$ cat config.mk
export PLATFORM = sky130hd
export DESIGN_NAME = grmw_isqrt
export DESIGN_NICKNAME = d
export VERILOG_FILES = /design/src/hw/rtl/grmw_pkg.sv /design/src/hw/rtl/grmw_isqrt.sv
export SDC_FILE = /design/constraint.sdc
export NUM_CORES = 1
export LEC_CHECK = 0
export BUFFER_PORTS_ARGS = -buffer_cell sky130_fd_sc_hd__clkbuf_2
export CAP_MARGIN = 25
export CORE_ASPECT_RATIO = 1.75
export CORE_MARGIN = 2
export CORE_UTILIZATION = 31
export DETAILED_ROUTE_END_ITERATION = 10
export SETUP_SLACK_MARGIN = 0.05
export SYNTH_ARGS = -nofsm -noshare
export SYNTH_HDL_FRONTEND = slang
export SYNTH_SLANG_ARGS = --single-unit
$ cat constraint.sdc
create_clock -name clk -period 8.1 [get_ports clk]
set_input_delay 0 -clock clk [delete_from_list [all_inputs] [get_ports clk]]
set_output_delay 0 -clock clk [all_outputs]
set_load 0.02 [all_outputs]
$ cat src/hw/rtl/grmw_pkg.sv
`timescale 1ns / 1ps

package grmw_pkg;

	localparam int CELL_SHIFT_DEF = 6;
	localparam int MAP_DIM_DEF    = 64;
	localparam int FRAC_BITS_DEF  = 8;

	localparam int POS_W    = 24;
	localparam int DIST_W   = 23;
	localparam int CELL_W   = 6;
	localparam int MAPREG_W = 7;
	localparam int STEPS_W  = 14;
	localparam int PADDR_W  = 5;
	localparam int PDATA_W  = 32;

	// root unit: radicand is the sum of two 25-bit squares
	localparam int SQ_IN_W  = 50;
	localparam int SQ_OUT_W = 25;
	localparam int SQ_ITERS = 25;
	localparam int SQ_CNT_W = 5;

	typedef logic signed [POS_W-1:0] pos_t;
	typedef logic [DIST_W-1:0] dist_t;
	typedef logic [CELL_W-1:0] cell_t;

	typedef enum logic {
		CMD_WRITE = 1'b0,
		CMD_CAST  = 1'b1
	} cmd_t;

	typedef enum logic [1:0] {
		STATUS_HIT   = 2'd0,
		STATUS_OUT   = 2'd1,
		STATUS_LIMIT = 2'd2
	} status_t;

	typedef enum logic [2:0] {
		REG_MAP_WIDTH  = 3'd0,
		REG_MAP_HEIGHT = 3'd1,
		REG_PLAYER_X   = 3'd2,
		REG_PLAYER_Y   = 3'd3,
		REG_MAX_STEPS  = 3'd4
	} reg_idx_t;

	typedef enum logic [3:0] {
		ST_CLEAR,
		ST_IDLE,
		ST_CHECK,
		ST_EVAL,
		ST_SQ_X,
		ST_SQ_Y,
		ST_LOAD,
		ST_ROOT,
		ST_DONE
	} state_t;

	localparam logic [MAPREG_W-1:0] MAP_WIDTH_RST  = 7'd64;
	localparam logic [MAPREG_W-1:0] MAP_HEIGHT_RST = 7'd64;
	localparam logic [STEPS_W-1:0]  MAX_STEPS_RST  = 14'd4096;

	localparam pos_t POS_MAX = 24'sh7FFFFF;
	localparam pos_t POS_MIN = 24'sh800000;
	localparam dist_t DIST_MAX = 23'h7FFFFF;

endpackage

$ cat src/hw/rtl/grmw_isqrt.sv
`timescale 1ns / 1ps

// Floor square root, one result bit per cycle (digit-by-digit, base 4).
module grmw_isqrt (
	input  logic                          clk,
	input  logic                          arst_n,
	input  logic                          start,
	input  logic [grmw_pkg::SQ_IN_W-1:0]  radicand,
	output logic                          done,
	output logic [grmw_pkg::SQ_OUT_W-1:0] root
);

	localparam int W = grmw_pkg::SQ_IN_W;

	logic [W-1:0]                  rem_q;
	logic [W-1:0]                  root_q;
	logic [W-1:0]                  bit_q;
	logic [grmw_pkg::SQ_CNT_W-1:0] cnt_q;
	logic                          busy_q;
	logic                          done_q;

	logic [W:0] trial;
	logic       fits;

	assign trial = {1'b0, root_q} + {1'b0, bit_q};
	assign fits  = {1'b0, rem_q} >= trial;

	always_ff @(posedge clk or negedge arst_n) begin
		if (!arst_n) begin
			busy_q <= 1'b0;
			done_q <= 1'b0;
			cnt_q  <= '0;
		end else begin
			done_q <= 1'b0;
			if (start) begin
				busy_q <= 1'b1;
				cnt_q  <= grmw_pkg::SQ_CNT_W'(grmw_pkg::SQ_ITERS - 1);
			end else if (busy_q) begin
				cnt_q <= cnt_q - 1'b1;
				if (cnt_q == '0) begin
					busy_q <= 1'b0;
					done_q <= 1'b1;
				end
			end
		end
	end

	always_ff @(posedge clk) begin
		if (start) begin
			rem_q  <= radicand;
			root_q <= '0;
			bit_q  <= W'(1) << (2 * (grmw_pkg::SQ_ITERS - 1));
		end else if (busy_q) begin
			if (fits) begin
				rem_q  <= rem_q - trial[W-1:0];
				root_q <= (root_q >> 1) + bit_q;
			end else begin
				root_q <= root_q >> 1;
			end
			bit_q <= bit_q >> 2;
		end
	end

	assign done = done_q;
	assign root = root_q[grmw_pkg::SQ_OUT_W-1:0];

endmodule

# == Word-level counts from Yosys, hierarchy flattened ==
# Index checks and enable logic that the tools add are counted.
# word_totals
register_bits,132
latch_bits,0
ram_bits,0
mem_bits_ro,0
word_cells,27
mem_count,0
# op_classes
n_addsub,4
n_mul,0
div_mod_pow,0
order_cmp,1
n_eq_ne,0
n_shift,0
n_mux,12
bitwise,0
n_reduce_logical,4
# ops
operator,count
50-bit two-way mux,4
50-bit by 49-bit adder with 51-bit output,1
50-bit by 51-bit greater-or-equal comparator with 1-bit output,1
49-bit by 49-bit adder with 50-bit output,1
50-bit subtractor,1
5-bit two-way mux,2
1-bit two-way mux,6
5-bit zero test,1
"5-bit by 1-bit subtractor with 5-bit output, second input constant",1
2-bit nonzero test,2
2-bit AND reduction,1

# == Longest topological paths before layout ==
# Gate-level depths: netlist of the first run.
# depth
ltp_word,5
depth_mapped,26
mapped_depth_nobuf,23

# == Worst setup path before layout of the first run ==
# No wires, ideal clock.
# synth_path
kind,reg-to-reg
startpoint,register root_q[6]
endpoint,"register rem_q[0], enable pin"
arrival_time_ps,8025
required_ps,7573
path_slack_ps,-452
stages_incl_launch_ff,23
synth_period_minus_slack_ps,8552
path_cell_list,dfxtp_1 > ha_1 > nand4_1 > o21ai_0 > a21oi_1 > o21ai_0 > nand3_1 > o21ai_0 > a31oi_1 > xor2_1 > ha_1 > buf_2 > o21a_1 > a21oi_1 > a41o_1 > a21o_1 > o31ai_2 > a211oi_2 > nor4_4 > o21ai_2 > buf_6 > clkbuf_1 > o21ai_0
# synth_via
elab_chain_len,4
# synth_rtl
item,line_no,source
from (decl),grmw_isqrt.sv:16,logic [W-1:0] root_q;
from (signal assigned),grmw_isqrt.sv:56,root_q <= (root_q >> 1) + bit_q;
from (signal assigned),grmw_isqrt.sv:58,root_q <= root_q >> 1;
50-bit by 49-bit adder with 51-bit output,grmw_isqrt.sv:25,"assign trial = {1'b0, root_q} + {1'b0, bit_q};"
50-bit by 51-bit greater-or-equal comparator with 1-bit output,grmw_isqrt.sv:26,"assign fits = {1'b0, rem_q} >= trial;"
2-bit nonzero test (no line),-,
2-bit AND reduction (no line),-,
to (signal assigned),grmw_isqrt.sv:50,rem_q <= radicand;
to (signal assigned),grmw_isqrt.sv:55,rem_q <= rem_q - trial[W-1:0];
to (decl),grmw_isqrt.sv:15,logic [W-1:0] rem_q;
# No other way between the ends.
# A chain may end at the register's enable or synchronous reset.

# == Worst setup path after layout of the first run ==
# layout_path
startpoint,register root_q[2]
endpoint,"register rem_q[34], enable pin"
# The elaborated chain is that of the path after synthesis.

==> impl_results.md, run 1 <==
* Number of endpoints failing setup at the final stage at 0
* Transition at the pin with the smallest max-transition slack at 893 ps
* Worst relative slew slack at 0.401
* ANT nets after route at 0
* Chip Height at roughly 260 um
* Cell-by-cell trace of the critical path: ha_1, a31oi_1, o21ai_0, a21oi_1, o21ai_0, a21oi_1, o21ai_0, a31oi_1, o21ai_0, a31oi_1, xor2_1, ha_1, nand4_1, nor3_1, a221o_1, a21oi_1, o21ai_1, o21ai_4, o21ai_4, buf_4
* Clock tree sinks at 132
* NumNets Final at around 1600
* Skew final at 10.9 ps
* Number of antenna violations at the first check in global routing at 0
* Clk_lat worst skew at roughly 450 ps
* Area Overhead vs Synth at 15.7%
* Buffers & Inverters on Critical Path at 1
* Most repeated library cell on the critical path: sky130_fd_sc_hd__o21ai_0
* Iteration-0 DRC count of the detailed router at 723
* Starting density of the core at 0.313
* RR Startpoint: root_q[2]$_SDFFE_PP0P_
* FMAX at ~140 MHz
* CTS tree: built
* CTS root buf: sky130_fd_sc_hd__clkbuf_16
* Number of failing hold endpoints at the final stage at 0
* First-pass GRT wire length at 56300 um
* Stage delay of the slowest cell on the critical path at 650 ps
* Number of enable flip-flop cells after synthesis at 50
* Total via count after detailed routing at roughly 11000
* Critical path peak fanout at 50
* Largest net degree at the start of global routing at 76
* CTS clock-pin slew for the worst setup and hold paths at about 60 ps
* Data arrival time of the critical path at approximately 7000 ps
* Setup repair after global routing missed its margin: no
* Clock buffer count from CTS at 17
* Horizontal extent of the die at 149 um
* Worst path required time at 8180 ps
* Crit path max-delay family: compound AO/OA/AOI/OAI gates
* Share of async-settable or async-resettable flops after synthesis at 0.0530
* Port bufs at 78
* Setup slack, reg-to-reg at between 1000 and 1500 ps
* Buffer depth of the longest clock path at 2
* Pwr dens at about 330 nW/um^2
* Floorplan row count at 93
* Crit-path slowest cell: sky130_fd_sc_hd__buf_4
* Detailed Route WL at about 35000 um
* Average wire per cell in the routed design at ~18 um
* Mean area per synthesized cell at 8.10 sq um
* Hold path startpoint: radicand[44]
* Most used DFF post-synth: sky130_fd_sc_hd__dfxtp_1
* GRT Total Usage at 0.184
* Synth Instances at 1414
* Worst reg2reg path depth at 20
* Distinct cells, synth at 70
* Critical path type: reg2reg
* Fraction of layout instances using a drive strength above 1 at 0.102
* Final HPWL DP at between 20000 and 30000 um
* Type of the tightest min-delay check: in2reg
* Proportion of synthesized chip area in sequential cells at 0.277
* Sum of negative setup slack at 0 ps
* Mapped cell area at 11500 sq um
* Sum of internal, switching and leakage power at between 4 and 5 mW
* Max_cap viols at 0
* Number of cells on the worst hold path at 3
* Final period demand of the worst path at 6930 ps
* Endpoint of the worst register-to-register path: rem_q[34]$_DFFE_PP_
* Post-CTS setup buffer count at 0
* Total nets after synthesis at roughly 1600
* Number of global-route vias before repair at about 11000
* Maximum ir drop on the vdd rail at 0.159 mV
* Total core area at approximately 37000 sq um
* Hold worst-path end: rem_q[44]$_DFFE_PP_
* Overall overflow remaining after global route at 0
* Final worst path period share at 0.855
* Leakage power at 5.35 nW
* Endpoint type of the worst setup path: flop
* Synth Register Bits at roughly 130
* RD Place Congestion at approximately 0.9
* Maximum level of the CTS H-tree at 4
* Number of pins exceeding their max-slew limit in the final report at 0
* Per-cell via count in the routed design at approximately 5.5
* Run status: finished clean
* Number of remaining DRC errors at 0
* IO Pins at 79
* Iteration count of the initial detailed-routing pass at 7
* Nature of the critical path startpoint: flop
* Die Footprint at around 39000 sq um
* Count of warnings emitted by yosys at 0
* Final antenna diode count at 0
==> worst max-delay path by stage <==
| stage | from | to | slack, ps | depth (start not counted) |
|---|---|---|---|---|
| after floorplan | root_q[6]$_SDFFE_PP0P_ | rem_q[0]$_DFFE_PP_ | 900 | 22 |
| after global placement | root_q[2]$_SDFFE_PP0P_ | rem_q[41]$_DFFE_PP_ | 1460 | 20 |
| after detailed placement | root_q[2]$_SDFFE_PP0P_ | root_q[9]$_SDFFE_PP0P_ | 1240 | 21 |
| after CTS | root_q[2]$_SDFFE_PP0P_ | root_q[21]$_SDFFE_PP0P_ | 1170 | 21 |
| after global routing | root_q[2]$_SDFFE_PP0P_ | root_q[29]$_SDFFE_PP0P_ | 580 | 21 |
| final | root_q[2]$_SDFFE_PP0P_ | rem_q[34]$_DFFE_PP_ | 1170 | 20 |
==> cell type report <==
type,count,area [sq um]
clock inverter,10,126
clock buffer,22,551
timing repair buffer,139,981
inverter,30,113
multi-input combinational,1160,7700
fill,3777,23400
sequential,132,3180
tap,475,594
==> registers in the layout, summed over array words and instances, names as in the netlist <==
signal,cells
busy_q,1
cnt_q,5
rem_q,50
root_q,50
bit_q,25
done,1
==> per-stage QoR <==
stage                     cells  utilization  setup WS, ps  hold WS [ps]  cell area, sq um
after global placement     1884        0.329          1460          -154             12100
final                      1968        0.361          1170          65.6             13300
after detailed placement   1884        0.329          1240          -149             12100
after CTS                  1968        0.361          1170          60.3             13300
after global routing       1968        0.361           575          86.5             13300
after floorplan            1414            -           900          -296             11500
==> routing by layer <==
metal | vias to the layer above | global-route usage | part of all wire
met1 | 5100 | 0.179 | 0.37
met5 | - | 0 | 0
met2 | 210 | 0.358 | 0.54
met4 | 0 | 0.126 | 0.070
li1 | 5372 | - | -
met3 | 94 | 0.0183 | 0.022
==> cells in the mapped netlist, drive strengths merged (46+ instances only) <==
master / count / share of area
a21oi: 78 / 0.034
a31oi: 49 / 0.027
buf: 46 / 0.027
clkbuf: 46 / 0.015
dfxtp: 75 / 0.13
edfxtp: 50 / 0.13
ha: 104 / 0.11
nand2: 154 / 0.050
nor2: 163 / 0.053
o21ai: 128 / 0.056
xnor2: 49 / 0.037
xor2: 49 / 0.037
==> layout by cell type (no fill, tap or decap), types with 5 or more instances in the layout <==
| master | count |
|---|---|
| sky130_fd_sc_hd__nor2_1 | 163 |
| sky130_fd_sc_hd__nand2_1 | 154 |
| sky130_fd_sc_hd__o21ai_0 | 122 |
| sky130_fd_sc_hd__ha_1 | 104 |
| sky130_fd_sc_hd__a21oi_1 | 78 |
| sky130_fd_sc_hd__clkbuf_2 | 77 |
| sky130_fd_sc_hd__dfxtp_1 | 75 |
| sky130_fd_sc_hd__dlygate4sd3_1 | 52 |
| sky130_fd_sc_hd__edfxtp_1 | 50 |
| sky130_fd_sc_hd__a31oi_1 | 49 |
| sky130_fd_sc_hd__xor2_1 | 49 |
| sky130_fd_sc_hd__xnor2_1 | 49 |
| sky130_fd_sc_hd__mux2i_1 | 35 |
| sky130_fd_sc_hd__a21o_1 | 32 |
| sky130_fd_sc_hd__inv_1 | 29 |
| sky130_fd_sc_hd__nand4_1 | 25 |
| sky130_fd_sc_hd__a311oi_1 | 25 |
| sky130_fd_sc_hd__or3_1 | 25 |
| sky130_fd_sc_hd__o21bai_1 | 22 |
| sky130_fd_sc_hd__clkbuf_16 | 22 |
| sky130_fd_sc_hd__nand3_1 | 20 |
| sky130_fd_sc_hd__nor3_1 | 16 |
| sky130_fd_sc_hd__a221oi_1 | 16 |
| sky130_fd_sc_hd__a211oi_1 | 15 |
| sky130_fd_sc_hd__nor2b_1 | 13 |
| sky130_fd_sc_hd__and3_1 | 12 |
| sky130_fd_sc_hd__nand2b_1 | 12 |
| sky130_fd_sc_hd__o31ai_1 | 12 |
| sky130_fd_sc_hd__mux2_2 | 11 |
| sky130_fd_sc_hd__o21a_1 | 10 |
| sky130_fd_sc_hd__buf_4 | 10 |
| sky130_fd_sc_hd__o211ai_1 | 8 |
| sky130_fd_sc_hd__and2_1 | 6 |
| sky130_fd_sc_hd__nor4_1 | 6 |
| sky130_fd_sc_hd__o32ai_1 | 6 |
| sky130_fd_sc_hd__dfrtp_1 | 6 |
| sky130_fd_sc_hd__a31o_2 | 5 |
| sky130_fd_sc_hd__clkinv_4 | 5 |
==> timing repair <==
item                                   CTS  global route
endpoints found under the hold margin   71             0
hold buffers                            52             0
gates resized for setup                  0             0
==> kinds of logic (layout without fill, tap and decap cells) <==
family / Yosys count / after routing / share of synthesized area
and+or+nand+nor: 464 / 464 / 0.183
muxes: 46 / 46 / 0.0414
buffers and inverters: 122 / 201 / 0.0519
xor gates and xnor gates: 98 / 98 / 0.0749
adders and majority gates: 105 / 105 / 0.115
DFF: 132 / 132 / 0.277
AOI/OAI and AO/OA: 447 / 447 / 0.256
==> worst reg2reg max path: stages (launching register included) <==
cell and delay (ps):
sky130_fd_sc_hd__dfxtp_1 430, sky130_fd_sc_hd__ha_1 300, sky130_fd_sc_hd__a31oi_1 330, sky130_fd_sc_hd__o21ai_0 240, sky130_fd_sc_hd__a21oi_1 610, sky130_fd_sc_hd__o21ai_0 350, sky130_fd_sc_hd__a21oi_1 390, sky130_fd_sc_hd__o21ai_0 290
sky130_fd_sc_hd__a31oi_1 290, sky130_fd_sc_hd__o21ai_0 180, sky130_fd_sc_hd__a31oi_1 230, sky130_fd_sc_hd__xor2_1 120, sky130_fd_sc_hd__ha_1 410, sky130_fd_sc_hd__nand4_1 250, sky130_fd_sc_hd__nor3_1 380, sky130_fd_sc_hd__a221o_1 220
sky130_fd_sc_hd__a21oi_1 60, sky130_fd_sc_hd__o21ai_1 280, sky130_fd_sc_hd__o21ai_4 270, sky130_fd_sc_hd__o21ai_4 190, sky130_fd_sc_hd__buf_4 650
==> where the power goes <==
group / switching (mW) / internal, mW
Combinational: 1.49 / 0.946
Clock: 0.337 / 0.549
Sequential: 0.158 / 0.944
Total: 1.99 / 2.44
No activity file was read; power rests on OpenSTA's default activity.
==> run 2, diff against run 1 <==
- REMOVE_ABC_BUFFERS: default -> 1
- clock period: 8.1 -> 8.7 ns (I/O delays scaled with it)
==> impl_results.md, run 2 (synthesized netlist as in run 1, its figures left out) <==
* Nature of the critical path startpoint: flop
* Chip Height at ~260 um
* Number of cells on the worst hold path at 3
* Commonest non-fill, non-tap cell in the layout: sky130_fd_sc_hd__nor2_1
* Clk_lat worst skew at approximately 450 ps
* Setup repair after global routing missed its margin: no
* Crit path max-delay family: compound AO/OA/AOI/OAI gates
* Buffer depth of the longest clock path at 2
* GRT Total Usage at 0.182
* Cell area after layout at about 13000 sq um
* Setup slack, reg-to-reg at ~2200 ps
* Hold path startpoint: radicand[44]
* Number of pins exceeding their max-slew limit in the final report at 0
* Final worst path period share at 0.748
* CTS clock-pin slew for the worst setup and hold paths at approximately 60 ps
* Post-placement cell area at roughly 12000 sq um
* Stage delay of the slowest cell on the critical path at ~510 ps
* Sum of internal, switching and leakage power at between 4 and 5 mW
* Setup slack of the critical path after layout at about 2200 ps
* Worst path required time at a little over 9000 ps
* Final period demand of the worst path at between 6000 and 7000 ps
* Clock tree sinks at approximately 130
* Number of placed cells counting well taps at roughly 1900
* Final antenna diode count at 0
* Iteration count of the initial detailed-routing pass at 5
* CTS root buf: sky130_fd_sc_hd__clkbuf_16
* Endpoint of the worst register-to-register path: root_q[17]$_SDFFE_PP0P_
* Buffers & Inverters on Critical Path at 1
* Placement Setup Slack at 2270 ps
* Met3 track utilization from global routing at 0.0287
* Post-CTS setup buffer count at 0
* Area Overhead vs Synth at 15.2%
* Number of antenna violations at the first check in global routing at 0
* Met1 global-route usage at 0.183
* Die Footprint at between 30000 and 40000 sq um
* Number of global-route vias before repair at 10771
* FMAX at between 150 and 200 MHz
* Floorplan row count at 93
* Final HPWL DP at about 26000 um
* Total via count after detailed routing at about 11000
* Iteration-0 DRC count of the detailed router at about 660
* Maximum level of the CTS H-tree at 4
* Highest-utilization routing layer at the global route stage: met2
* Endpoint type of the worst setup path: flop
* Leading cell types in the layout, fill and taps excluded: 163 x sky130_fd_sc_hd__nor2_1, 154 x sky130_fd_sc_hd__nand2_1, 122 x sky130_fd_sc_hd__o21ai_0, 104 x sky130_fd_sc_hd__ha_1, 78 x sky130_fd_sc_hd__a21oi_1
* Worst reg2reg path depth at 21
* Detailed Route WL at 34800 um
* RR Startpoint: root_q[2]$_SDFFE_PP0P_
* Max_cap viols at 0
* Per-cell via count in the routed design at 5.53
* Worst relative slew slack at 0.438
* IO Pins at 79
* NumNets Final at about 1600
* Crit-path slowest cell: sky130_fd_sc_hd__o41ai_1
* Total core area at between 30000 and 40000 sq um
* Horizontal extent of the die at 149 um
* Starting density of the core at 0.313
* First-pass GRT wire length at between 50000 and 60000 um
* Type of the tightest min-delay check: in2reg
* Critical path peak fanout at between 50 and 60
* Port bufs at 78
* Critical path type: reg2reg
* Run status: finished clean
* GR Util met2 at 0.346
* Average wire per cell in the routed design at 17.7 um
* Clock buffer count from CTS at 17
* CTS-repair resized insts at 0
* Skew final at 9.88 ps
* ANT nets after route at 0
* Maximum ir drop on the vdd rail at ~0.13 mV
* Overall overflow remaining after global route at 0
* Largest net degree at the start of global routing at 70
* Regs by FF count: rem_q (50), root_q (50), bit_q (25)
* Number of remaining DRC errors at 0
* Fraction of layout instances using a drive strength above 1 at 0.0992
* Transition at the pin with the smallest max-transition slack at approximately 840 ps
* Final cell count without fillers at 1967
* Hold worst-path end: rem_q[44]$_DFFE_PP_
* RD Place Congestion at about 0.9
* CTS tree: built
* Worst hold margin at 61.3 ps
* Leakage power at 5.32 nW
* Most repeated library cell on the critical path: sky130_fd_sc_hd__o21ai_0
* Number of endpoints failing setup at the final stage at 0
* Number of failing hold endpoints at the final stage at 0
* Cell-by-cell trace of the critical path: ha_1, a31oi_1, o21ai_0, a21oi_1, o21ai_0, a21oi_1, o21bai_1, a31o_2, a31oi_1, xor2_1, ha_1, and3_1, and3_1, o41ai_1, o31ai_2, a211oi_2, nor4_4, o21ai_4, buf_4, o21ai_0, a311oi_1
* Data arrival time of the critical path at 6860 ps
* Pwr dens at between 300 and 400 nW/um^2
run 2: changes by cell type in the layout (fill, tap and decap cells not counted), sizes merged:
| cell | delta |
|---|---|
| clkinv | -3 |
| inv | +2 |
| buf | -1 |
| bufinv | +1 |
| clkbuf | +1 |
| clkinvlp | -1 |
run 2: timing repair:
| item | 4_1_cts | 5_1_grt |
|---|---|---|
| endpoints found under the hold margin | 60 | 0 |
| hold buffers | 52 | 0 |
| endpoints found under the setup margin | 0 | 0 |
run 2: metal layers:
layer | share of wire | wire [um]
met1 | 0.37 | 12900
met2 | 0.54 | 18700
met3 | 0.037 | 1270
met4 | 0.056 | 1950
met5 | 0 | 0
run 2: cell type report:
| class | instances | area [sq um] |
|---|---|---|
| well taps | 475 | 594 |
| fillers | 3793 | 23500 |
| clock inverters | 9 | 135 |
| flip-flops and latches | 132 | 3180 |
| multi-input cells | 1160 | 7700 |
| repair buffers | 138 | 973 |
| clock buffers | 23 | 500 |
| inverters | 30 | 113 |
run 2: per-stage QoR:
step,TNS [ps],util
global placement,0,0.329
finish,0,0.360
global route,0,0.360
floorplan,-1690,-
CTS,0,0.360
detailed placement,0,0.329
run 2: worst max-delay path by stage:
stage	startpoint	endpoint	slack [ps]	cells past startpoint
2_1_floorplan	root_q[6]$_SDFFE_PP0P_	rem_q[0]$_DFFE_PP_	-30	19
3_3_place_gp	root_q[2]$_SDFFE_PP0P_	root_q[17]$_SDFFE_PP0P_	2530	21
3_5_place_dp	root_q[2]$_SDFFE_PP0P_	root_q[25]$_SDFFE_PP0P_	2270	21
4_1_cts	root_q[2]$_SDFFE_PP0P_	root_q[13]$_SDFFE_PP0P_	2230	21
5_1_grt	root_q[2]$_SDFFE_PP0P_	root_q[45]$_SDFFE_PP0P_	1610	21
6_report	root_q[2]$_SDFFE_PP0P_	root_q[17]$_SDFFE_PP0P_	2190	21
run 2: worst min-delay path: cells and delay by family:
family	cells	cell delay [ps]
buffers and inverters	1	90
AO/OA/AOI/OAI	2	320
run 2: power breakdown:
part           internal, mW  total, mW  switching, mW
combinational         0.876       2.22           1.34
sequential            0.878       1.02          0.140
clock                 0.495      0.792          0.297
total                  2.25       4.03           1.78
==> run 3, diff against run 2 <==
- ABC_AREA: default -> 1
- clock period: 8.7 -> 6.6 ns (I/O delays scaled with it)
==> impl_results.md, run 3 <==
* Mapped cell area at between 10000 and 15000 sq um
* Number of failing hold endpoints at the final stage at 0
* GRT Total Usage at 0.237
* CTS root buf: sky130_fd_sc_hd__clkbuf_16
* Chip Height at a little under 300 um
* Starting density of the core at 0.312
* Total core area at roughly 46000 sq um
* Share of cell area taken by muxes after synthesis at 0
* NumNets Final at 2562
* Worst path required time at around 7000 ps
* Synth Register Bits at around 130
* Die Footprint at ~48000 sq um
* Maximum ir drop on the vdd rail at between 0.2 and 0.3 mV
* Most area-consuming cells after synthesis: sky130_fd_sc_hd__nand2_1 18%, sky130_fd_sc_hd__dfxtp_1 10%, sky130_fd_sc_hd__edfxtp_1 10%
* Fraction of layout instances using a drive strength above 1 at 0.0707
* Number of pins exceeding their max-slew limit in the final report at 0
* Post-synthesis adder-cell area fraction at 0.0924
* Final period demand of the worst path at around 5800 ps
* Main combinational cell family by area after synthesis: simple AND/OR/NAND/NOR gates
* Final worst path period share at 0.878
* RD Place Congestion at a little over 1
* First-pass GRT wire length at 86800 um
* Setup repair after global routing missed its margin: no
* Per-cell via count in the routed design at 5.22
* Leading cell type by number of instances after synthesis: sky130_fd_sc_hd__nand2_1
* Net load switching power at between 3 and 4 mW
* Buffer depth of the longest clock path at 2
* Clock share of power at 0.143
* Number of enable flip-flop cells after synthesis at 50
* Mean area per synthesized cell at just over 6 sq um
* Internal power component at 3.25 mW
* Max_cap viols at 0
* Maximum level of the CTS H-tree at 4
* FMAX at ~170 MHz
* Leading cell types in the layout, fill and taps excluded: 672 x sky130_fd_sc_hd__nand2_1, 309 x sky130_fd_sc_hd__inv_1, 216 x sky130_fd_sc_hd__nor2_1, 177 x sky130_fd_sc_hd__nand3_1, 138 x sky130_fd_sc_hd__o21ai_0
* Number of placed cells counting well taps at between 2000 and 3000
* Final cell count without fillers at 3000
* Leakage power at a little under 7 nW
* Sum of negative setup slack at 0 ps
* Number of global-route vias before repair at between 15000 and 20000
* Post-CTS setup buffer count at 0
* Xor/xnor cell area share of the yosys netlist at 0.0625
* Most common library cells after synthesis: 672 x sky130_fd_sc_hd__nand2_1, 309 x sky130_fd_sc_hd__inv_1, 218 x sky130_fd_sc_hd__nor2_1, 177 x sky130_fd_sc_hd__nand3_1, 138 x sky130_fd_sc_hd__o21ai_0
* Horizontal extent of the die at 166 um
* CTS-repair resized insts at 0
* Iteration count of the initial detailed-routing pass at 6
* Port bufs at 78
* Cts hold-fix bufs at between 50 and 60
* Fraction of power consumed by combinational cells at 0.644
* Fraction of synthesized cell area taken by the top area cell type at 0.176
* Simple logic cell fraction of the synthesized area at 0.353
* Detailed Route WL at 57600 um
* Iteration-0 DRC count of the detailed router at 931
* Number of antenna violations at the first check in global routing at 0
* Count of warnings emitted by yosys at 0
* Total via count after detailed routing at approximately 16000
* Type of the tightest min-delay check: in2reg
* Commonest non-fill, non-tap cell in the layout: sky130_fd_sc_hd__nand2_1
* Overall overflow remaining after global route at 0
* CTS tree: built
* Distinct cells, synth at 52
* Skew final at 17.9 ps
* ANT nets after route at 0
* Number of remaining DRC errors at 0
* IO Pins at 79
* Clk_lat worst skew at approximately 480 ps
* Worst relative slew slack at 0.328
* Data arrival time of the critical path at around 6000 ps
* CTS clock-pin slew for the worst setup and hold paths at around 60 ps
* Proportion of synthesized chip area in sequential cells at 0.222
* Clock tree sinks at 132
* Synth Instances at 2321
* Endpoint type of the worst setup path: flop
* Clock buffer count from CTS at 17
* Average wire per cell in the routed design at between 15 and 20 um
* Transition at the pin with the smallest max-transition slack at 999 ps
* Fraction of power consumed by sequential logic at 0.213
* Pwr dens at 431 nW/um^2
* Most used DFF post-synth: sky130_fd_sc_hd__dfxtp_1
* Switching part of the total at 0.534
* Number of endpoints failing setup at the final stage at 0
* Area Overhead vs Synth at 13.5%
* Regs by FF count: rem_q (50), root_q (50), bit_q (25)
* Largest net degree at the start of global routing at 68
* Share of async-settable or async-resettable flops after synthesis at 0.0530
* Synthesized-area fraction occupied by ao, oa, aoi and oai cells at 0.156
* Run status: finished clean
* Final HPWL DP at 47200 um
* Critical path type: reg2reg
* Largest area contributor in the netlist: sky130_fd_sc_hd__nand2_1
* Floorplan row count at roughly 100
* Final antenna diode count at 0
* Critical path peak fanout at 51
* Nature of the critical path startpoint: flop
==> run 3: changes by cell type in the layout (fill, tap and decap cells not counted), moves of 25 or more <==
cell                       previous run  this run
sky130_fd_sc_hd__a31oi_1             49        15
sky130_fd_sc_hd__a21oi_1             78       136
sky130_fd_sc_hd__or3_1               25         0
sky130_fd_sc_hd__inv_1               29       309
sky130_fd_sc_hd__mux2i_1             35         0
sky130_fd_sc_hd__nand2_1            154       672
sky130_fd_sc_hd__o22ai_1              0        27
sky130_fd_sc_hd__a311oi_1            25         0
sky130_fd_sc_hd__nor2_1             163       216
sky130_fd_sc_hd__nand3_1             20       177
==> run 3: area by class of cell <==
| type | count | area [sq um] |
|---|---|---|
| fill | 5104 | 29600 |
| multi-input combinational | 1797 | 9510 |
| sequential | 132 | 3180 |
| inverter | 313 | 1170 |
| timing repair buffer | 143 | 1040 |
| tap | 583 | 729 |
| clock buffer | 21 | 493 |
| clock inverter | 11 | 96.3 |
==> run 3: routing by layer <==
layer  share of wire  vias up  routed length (um)  GRT usage
met4            0.10        0                5900      0.221
met5               0        -                   0          0
met3           0.022      223                1280     0.0203
met2            0.53      443               30300      0.455
met1            0.35     7216               20100      0.220
li1                -     7767                   -          -
==> run 3: final timing paths <==
path | from | to | slack (ps) | cells past startpoint
max reg2reg | root_q[12]$_SDFFE_PP0P_ | rem_q[12]$_DFFE_PP_ | 810 | 18
max | root_q[12]$_SDFFE_PP0P_ | rem_q[12]$_DFFE_PP_ | 810 | 18
min reg2reg | root_q[0]$_SDFFE_PP0P_ | root_q[0]$_SDFFE_PP0P_ | 490 | 2
min | radicand[30] | rem_q[30]$_DFFE_PP_ | 330 | 4
min in group asynchronous | arst_n | cnt_q[0]$_DFFE_PN0P_ | 480 | 3
max in group asynchronous | arst_n | cnt_q[4]$_DFFE_PN0P_ | 5860 | 3
==> run 3: critical path, stage by stage (launching register included) <==
cell	delay, ps
sky130_fd_sc_hd__dfxtp_1	420
sky130_fd_sc_hd__ha_1	440
sky130_fd_sc_hd__nand2_1	130
sky130_fd_sc_hd__nor2_1	270
sky130_fd_sc_hd__nand2_1	180
sky130_fd_sc_hd__o21ai_0	550
sky130_fd_sc_hd__nand2_1	110
sky130_fd_sc_hd__nand3_1	210
sky130_fd_sc_hd__nand2_1	120
sky130_fd_sc_hd__o211ai_1	160
sky130_fd_sc_hd__xor2_1	290
sky130_fd_sc_hd__ha_1	350
sky130_fd_sc_hd__nand2_1	170
sky130_fd_sc_hd__o21ai_0	130
sky130_fd_sc_hd__a21oi_1	320
sky130_fd_sc_hd__nor2_2	130
sky130_fd_sc_hd__nor2_8	720
sky130_fd_sc_hd__a31oi_4	480
sky130_fd_sc_hd__buf_12	310
==> run 3: power groups by stage <==
stage / logic, mW / clock network (mW) / registers, mW
finish: 4.50 / 1.00 / 1.49
global route: 4.97 / 1.04 / 1.52
CTS: 4.44 / 1.01 / 1.48
detailed placement: 4.37 / 0 / 1.50
global placement: 4.35 / 0 / 1.49
floorplan: 2.98 / 0 / 1.45
==> run 3: cell families after synthesis <==
family | count (synthesis)
AOI/OAI and AO/OA | 398
xor gates and xnor gates | 102
adders and majority gates | 105
buffers and inverters | 392
DFF | 132
and+or+nand+nor | 1192
==> run 3: stage by stage <==
stage / power, mW / setup WS [ps] / hold WS [ps] / util / area (sq um)
floorplan: 4.43 / -356 / -296 / - / 13800
global placement: 5.84 / 777 / -163 / 0.329 / 15100
detailed placement: 5.87 / 788 / -151 / 0.329 / 15100
CTS: 6.94 / 769 / 317 / 0.354 / 16200
global route: 7.53 / 334 / 345 / 0.354 / 16200
finish: 6.99 / 808 / 329 / 0.354 / 16200
